**src/hdl/packed_pixel_bitmap_store_assert.svh**
```systemverilog
// Assertion macros for the packed pixel bitmap store.
// Included by the top level; no other dependencies.
`ifndef PACKED_PIXEL_BITMAP_STORE_ASSERT_SVH
`define PACKED_PIXEL_BITMAP_STORE_ASSERT_SVH
`ifndef ASSERT_OFF
`define PPBS_ASSERT_IMPLIES(label, clk, rst_n, ante, cons) \
    label: assert property (@(posedge clk) disable iff (!rst_n) (ante) |-> (cons)) \
        else $error("assertion failed");
`define PPBS_ASSERT_NEXT(label, clk, rst_n, ante, cons) \
    label: assert property (@(posedge clk) disable iff (!rst_n) (ante) |=> (cons)) \
        else $error("assertion failed");
`else
`define PPBS_ASSERT_IMPLIES(label, clk, rst_n, ante, cons)
`define PPBS_ASSERT_NEXT(label, clk, rst_n, ante, cons)
`endif
`endif

```
**src/hdl/ppbs_pkg.sv**
```systemverilog
// Shared types, codes and pixel helpers for the packed pixel bitmap store.
// No dependencies.
package ppbs_pkg;

    localparam logic [1:0] MODE_READ  = 2'd0;
    localparam logic [1:0] MODE_WRITE = 2'd1;
    localparam logic [1:0] MODE_FILL  = 2'd2;

    localparam logic [1:0] ST_OK      = 2'd0;
    localparam logic [1:0] ST_OUTSIDE = 2'd1;
    localparam logic [1:0] ST_LOCKED  = 2'd2;

    localparam logic [2:0] CFG_WIDTH  = 3'd0;
    localparam logic [2:0] CFG_HEIGHT = 3'd1;
    localparam logic [2:0] CFG_DEPTH  = 3'd2;
    localparam logic [2:0] CFG_LOCK   = 3'd3;

    localparam logic [2:0] DEPTH_RESET = 3'd3;

    typedef struct packed {
        logic capture;
        logic calc;
        logic fill_step;
        logic pix_commit;
        logic finish;
    } t_dp_cmd;

    typedef struct packed {
        logic pix_go;
        logic fill_go;
        logic fill_end;
    } t_dp_stat;

    // log2 of bits per pixel; unused codes act as 32 bits
    function automatic logic [2:0] depth_log2(input logic [2:0] code);
        return (code > 3'd5) ? 3'd5 : code;
    endfunction

    function automatic logic [31:0] pix_mask(input logic [2:0] lg);
        logic [31:0] m;
        case (lg)
            3'd0:    m = 32'h0000_0001;
            3'd1:    m = 32'h0000_0003;
            3'd2:    m = 32'h0000_000F;
            3'd3:    m = 32'h0000_00FF;
            3'd4:    m = 32'h0000_FFFF;
            default: m = 32'hFFFF_FFFF;
        endcase
        return m;
    endfunction

    function automatic logic [31:0] fill_word(input logic [31:0] v, input logic [2:0] lg);
        logic [31:0] w;
        case (lg)
            3'd0:    w = {32{v[0]}};
            3'd1:    w = {16{v[1:0]}};
            3'd2:    w = {8{v[3:0]}};
            3'd3:    w = {4{v[7:0]}};
            3'd4:    w = {2{v[15:0]}};
            default: w = v;
        endcase
        return w;
    endfunction

endpackage

```
**src/hdl/ppbs_ctrl.sv**
```systemverilog
// Sequencing state machine for the packed pixel bitmap store.
// Depends on ppbs_pkg.
module ppbs_ctrl (
    input  logic               i_clk,
    input  logic               i_rst_n,
    input  logic               i_start,
    input  ppbs_pkg::t_dp_stat i_stat,
    output ppbs_pkg::t_dp_cmd  o_cmd,
    output logic               o_busy,
    output logic               o_strobe
);
    import ppbs_pkg::*;

    typedef enum logic [5:0] {
        S_IDLE   = 6'b000001,
        S_CALC   = 6'b000010,
        S_READ   = 6'b000100,
        S_MODIFY = 6'b001000,
        S_FILL   = 6'b010000,
        S_DONE   = 6'b100000
    } t_state;

    t_state  r_state, n_state;
    logic    r_strobe;
    t_dp_cmd cmd;

    always_comb begin
        n_state = r_state;
        cmd     = '0;
        unique case (r_state)
            S_IDLE: begin
                if (i_start) begin
                    cmd.capture = 1'b1;
                    n_state     = S_CALC;
                end
            end
            S_CALC: begin
                cmd.calc = 1'b1;
                if (i_stat.pix_go) begin
                    n_state = S_READ;
                end else if (i_stat.fill_go) begin
                    n_state = S_FILL;
                end else begin
                    n_state = S_DONE;
                end
            end
            S_READ: begin
                n_state = S_MODIFY;
            end
            S_MODIFY: begin
                cmd.pix_commit = 1'b1;
                cmd.finish     = 1'b1;
                n_state        = S_IDLE;
            end
            S_FILL: begin
                cmd.fill_step = 1'b1;
                if (i_stat.fill_end) begin
                    n_state = S_DONE;
                end
            end
            S_DONE: begin
                cmd.finish = 1'b1;
                n_state    = S_IDLE;
            end
            default: begin
                n_state = S_IDLE;
            end
        endcase
    end

    always_ff @(posedge i_clk) begin
        if (!i_rst_n) begin
            r_state  <= S_IDLE;
            r_strobe <= 1'b0;
        end else begin
            r_state  <= n_state;
            r_strobe <= cmd.finish;
        end
    end

    assign o_cmd    = cmd;
    assign o_busy   = (r_state != S_IDLE);
    assign o_strobe = r_strobe;

endmodule

```
**config.mk**
```make
export PLATFORM = sky130hd
export DESIGN_NAME = ppbs_ctrl
export DESIGN_NICKNAME = d
export VERILOG_FILES = /design/src/hdl/packed_pixel_bitmap_store_assert.svh /design/src/hdl/ppbs_pkg.sv /design/src/hdl/ppbs_ctrl.sv
export SDC_FILE = /design/constraint.sdc
export NUM_CORES = 1
export LEC_CHECK = 0
export BUFFER_PORTS_ARGS = -buffer_cell sky130_fd_sc_hd__buf_2
export CAP_MARGIN = 20
export CORE_AREA = 2 2 39 41
export CTS_BUF_LIST = sky130_fd_sc_hd__clkbuf_8
export CTS_CLUSTER_DIAMETER = 120
export DETAILED_ROUTE_END_ITERATION = 8
export DIE_AREA = 0 0 41 43
export PLACE_DENSITY_LB_ADDON = 0.08
export SYNTH_ARGS = -nofsm -noshare
export SYNTH_HDL_FRONTEND = slang
export SYNTH_SLANG_ARGS = --single-unit
```
**constraint.sdc**
```tcl
create_clock -name i_clk -period 2.2 [get_ports i_clk]
set_input_delay 0.33 -clock i_clk [delete_from_list [all_inputs] [get_ports i_clk]]
set_output_delay 0.33 -clock i_clk [all_outputs]
set_load 0.01 [all_outputs]
```
Word-level counts from Yosys, hierarchy flattened
Cells that the tools add are included.

Flip-flop bits (word level): 7. Bits in latches: 0. Memory bits (writable): 0. Bits in read-only memories: 0. Input bits: 6. Output and inout port bits: 7. Word-level logic and storage cells: 24. Memories kept: 0.

$add $sub $neg: 0. $mul: 0. Divide/modulo/power cells: 0. $lt $le $gt $ge: 0. Equal/unequal tests: 9. Shifts and indexed selects: 0. Multiplexer cells: 11. Bitwise gates (word level): 0. Reduce and logical (&&, ||, !) cells: 2.

Operators by type and width (number): $mux 6 (4); $pmux 6 s4 (1); $eq 6x1->1 const B (1); $eq 6x2->1 const B (1); $eq 6x3->1 const B (1); $eq 6x4->1 const B (1); $eq 6x5->1 const B (1); $eq 6x6->1 const B (1); $mux 1 (6); $ne 6x1->1 const B (1); $ne 2x2->1 const B (2); $reduce_and 2->1 (1); $reduce_or 2->1 (1).

Depth between registers and ports, before layout
Depth in word-level cells: 3. Depth in mapped cells: 4. Mapped depth without buffers: 3.

Least setup slack after synthesis
OpenSTA, ideal clock, no wires.

Kind: register -> output. Start point: register r_state[5]. End point: output port o_cmd[4] (netlist name). Arrival: 1.375 ns. Required time: 1.870 ns. Setup slack: 0.495 ns. Stages on the path, launching flop included: 4. Buffers on the path: 1. Cells stage by stage: dfxtp_1 buf_6 or4b_2 nor3_1.

RTL lines: from (decl) (line ppbs_ctrl.sv:23) `t_state r_state, n_state;`; from (signal assigned) (line ppbs_ctrl.sv:76) `r_state <= n_state;`; to (decl) (line ppbs_ctrl.sv:8) `output ppbs_pkg::t_dp_cmd o_cmd,`.

==> results.tsv <==
metric	value	unit
outcome	finished clean	
Floorplan Core Area	0.00138	mm²
total DRC errors in the routed layout	0	
worst-skew pair later-pin latency	0.23	ns
power density over the cells	699	mW/mm²
relative contribution of sequential cells to total power	38.7	%
# nets final	66	
largest vdd supply drop	0.338	mV
count of inserted antenna diode cells	0	
number of max-slew violations in the final report	0	
total negative slack	0	ns
first-iteration detailed-routing DRC count	4	
synthesized instance count	44	
routed wirelength normalized by instance count	10.4	µm
Post-CTS Resized	0	
total gr overflow	0	
gr usage total	12.0	%
critical path fanouts, max	7	
root buf cell	sky130_fd_sc_hd__clkbuf_8	
Post-Layout Inst Area	497	µm²
area delta synth->final	28.5	%
clock tree from TritonCTS	yes	
path class of the lowest-slack min-delay path	in -> reg	
actual transition at the worst max-transition pin	0.271	ns
Crit. End Element	primary output	
largest net degree at the start of global routing	9	
share of synthesized area occupied by flip-flops and latches	36.2	%
leading post-synthesis cells by cell area	sky130_fd_sc_hd__dfxtp_1 36%, sky130_fd_sc_hd__nor4_1 6.5%, sky130_fd_sc_hd__buf_6 5.8%	
fraction of final layout cells with drive strength greater than 1	33.9	%
Post-CTS Setup Inserts	0	
final hold vios	0	
GRT met3 Usage	9.42	%
synthesized-area fraction occupied by adder cells	0	%
#FFs+latches synth	7	
syn nets	50	
leakage power of the design	0.231	nW
horizontal extent of the die	41	µm
path depth of the worst reg2reg path	3	
portion of total power attributed to the clock network	50.3	%
worst reg2reg endpoint	r_state[5]	
final core occ	35.9	%
setup repair after global routing missed its margin	false	
number of violations of the max-capacitance limit	0	
final setup margin	0.221	ns
final critical path time including I/O delays and setup	1.98	ns
Final Power	0.347	mW
htree depth	1	
antenna-violating nets left	0	
CTS clk-pin slew, worst paths	0.04	ns
number of buffers inserted by hold repair at cts	0	
Critical Path AT	1.65	ns
RePlAce Congestion	0.686	
dominant combinational cell family by area after synthesis	simple AND/OR/NAND/NOR gates	
Max-Slew Margin vs Limit	81.8	%
mux contribution to synthesized area	0	%
Startpoint Class	flip-flop	
busiest grt layer	met1	
power share of the combinational group	11.0	%
post-detailed-placement cell area	452	µm²
area share of xor/xnor cells in the synthesized design	4.53	%
worst hold path cell count	2	
Internal Power	0.270	mW
final cycle utilization of the critical path	89.9	%
count of boundary I/O pins	13	
number of input and output port buffers inserted	12	
Final Skew	0.00658	ns
number of distinct library cells after synthesis	19	
complex-gate fraction of the synthesized area	8.41	%
area of the die	0.00176	mm²
via count of the first global-routing pass	332	
YS warnings	0	
initial cell density of the core	27.9	%
placed wire-length estimate	588	µm
leading cell type in the layout, fill and taps excluded	sky130_fd_sc_hd__buf_2	
hold path startpoint	i_rst_n	
total via count in the routed design	373	
switching power	0.0777	mW
worst slack at placement	0.463	ns
first-pass GRT wire length	1380	µm
required arrival time at the worst endpoint	1.87	ns
internal reg-to-reg setup slack	0.55	ns
total number of clock tree sinks	7	
mean number of vias per cell	4.97	
worst reg2reg startpoint	r_state[4]	
fraction of met1 tracks used by global routing	15.3	%
Longest Clk Path Bufs	2	
met2 track demand over resource in global routing	15.0	%
fraction of power spent switching nets	22.4	%
first drt pass iteration count	4	
end point of the most critical hold path	r_state[0]	
vertical extent of the die	43	µm
maximum clock rate	505	MHz
area fraction of the dominant cell type after synthesis	36.2	%
average footprint of a synthesized cell	8.79	µm²
number of buffers created by CTS	3	
Routed Wire Length	783	µm
Row Count	14	
cell type with the highest aggregate area in the netlist	sky130_fd_sc_hd__dfxtp_1	
post-synth design cell area	387	µm²
category of the critical setup timing path	reg -> out	
share of synthesized cell area in and, or, nand and nor gates	39.2	%
final-report setup violation count	0	
most frequent cells in the layout	12 x sky130_fd_sc_hd__buf_2, 7 x sky130_fd_sc_hd__inv_1, 7 x sky130_fd_sc_hd__dfxtp_1	
antenna violations before repair	0	
==> worst max-delay path by stage <==
stage,to,from,cells after the start,slack (ns)
2_1_floorplan,o_cmd[4],r_state[5],3,0.49
3_3_place_gp,o_cmd[4],r_state[4],3,0.46
3_5_place_dp,o_cmd[4],r_state[5],3,0.46
4_1_cts,o_cmd[4],r_state[4],3,0.22
5_1_grt,o_cmd[4],r_state[5],3,0.12
6_report,o_cmd[4],r_state[4],3,0.22
==> per-stage QoR <==
step | cells | hold slack [ns]
floorplan | 44 | 0.429
global placement | 71 | 0.487
detailed placement | 71 | 0.482
CTS | 75 | 0.340
global route | 75 | 0.357
finish | 75 | 0.339
==> sequential cells by signal, indices dropped and copies added, names as in the netlist <==
signal and flops:
r_state 6, o_strobe 1
==> cell families after synthesis <==
logic type,after synthesis
and+or+nand+nor,22
buffers and inverters,8
DFF,7
xor gates and xnor gates,2
AOI/OAI and AO/OA,5
==> layer usage <==
| metal | share of wire (%) | wire length [µm] |
|---|---|---|
| met1 | 46 | 357 |
| met2 | 47 | 365 |
| met3 | 6.5 | 51 |
| met4 | 1.0 | 8 |
| met5 | 0 | 0 |
==> critical path, cell delays in order (launching register included) <==
cell and delay [ns]:
sky130_fd_sc_hd__dfxtp_1 0.35, sky130_fd_sc_hd__or4b_2 0.71, sky130_fd_sc_hd__nor3_1 0.19, sky130_fd_sc_hd__buf_2 0.17
==> cell usage after synthesis <==
master	n
sky130_fd_sc_hd__dfxtp_1	7
sky130_fd_sc_hd__inv_1	6
sky130_fd_sc_hd__nor4_1	4
sky130_fd_sc_hd__nor2_1	3
sky130_fd_sc_hd__nor3_1	3
sky130_fd_sc_hd__or4_1	3
sky130_fd_sc_hd__a21oi_1	2
sky130_fd_sc_hd__and2_1	2
sky130_fd_sc_hd__buf_6	2
sky130_fd_sc_hd__o31ai_1	2
sky130_fd_sc_hd__xnor2_1	2
sky130_fd_sc_hd__and3_1	1
sky130_fd_sc_hd__o211ai_1	1
sky130_fd_sc_hd__or2_2	1
sky130_fd_sc_hd__or2b_1	1
sky130_fd_sc_hd__or4_4	1
sky130_fd_sc_hd__or4b_1	1
sky130_fd_sc_hd__or4b_2	1
sky130_fd_sc_hd__or4b_4	1
==> power by group through the flow <==
stage / clock network, mW / registers, mW / logic [mW]
finish: 0.175 / 0.134 / 0.0382
CTS: 0.181 / 0.134 / 0.0385
detailed placement: 0 / 0.136 / 0.0384
global placement: 0 / 0.137 / 0.0395
floorplan: 0 / 0.135 / 0.0261
global route: 0.193 / 0.135 / 0.0429
==> cell type report <==
cell class | instances | area, µm²
well taps | 16 | 20.0
repair buffers | 13 | 67.6
fillers | 153 | 887
inverters | 6 | 22.5
clock inverters | 1 | 3.75
clock buffers | 3 | 41.3
flip-flops and latches | 7 | 140
multi-input cells | 29 | 201
Power figures use the tool's default switching activity.
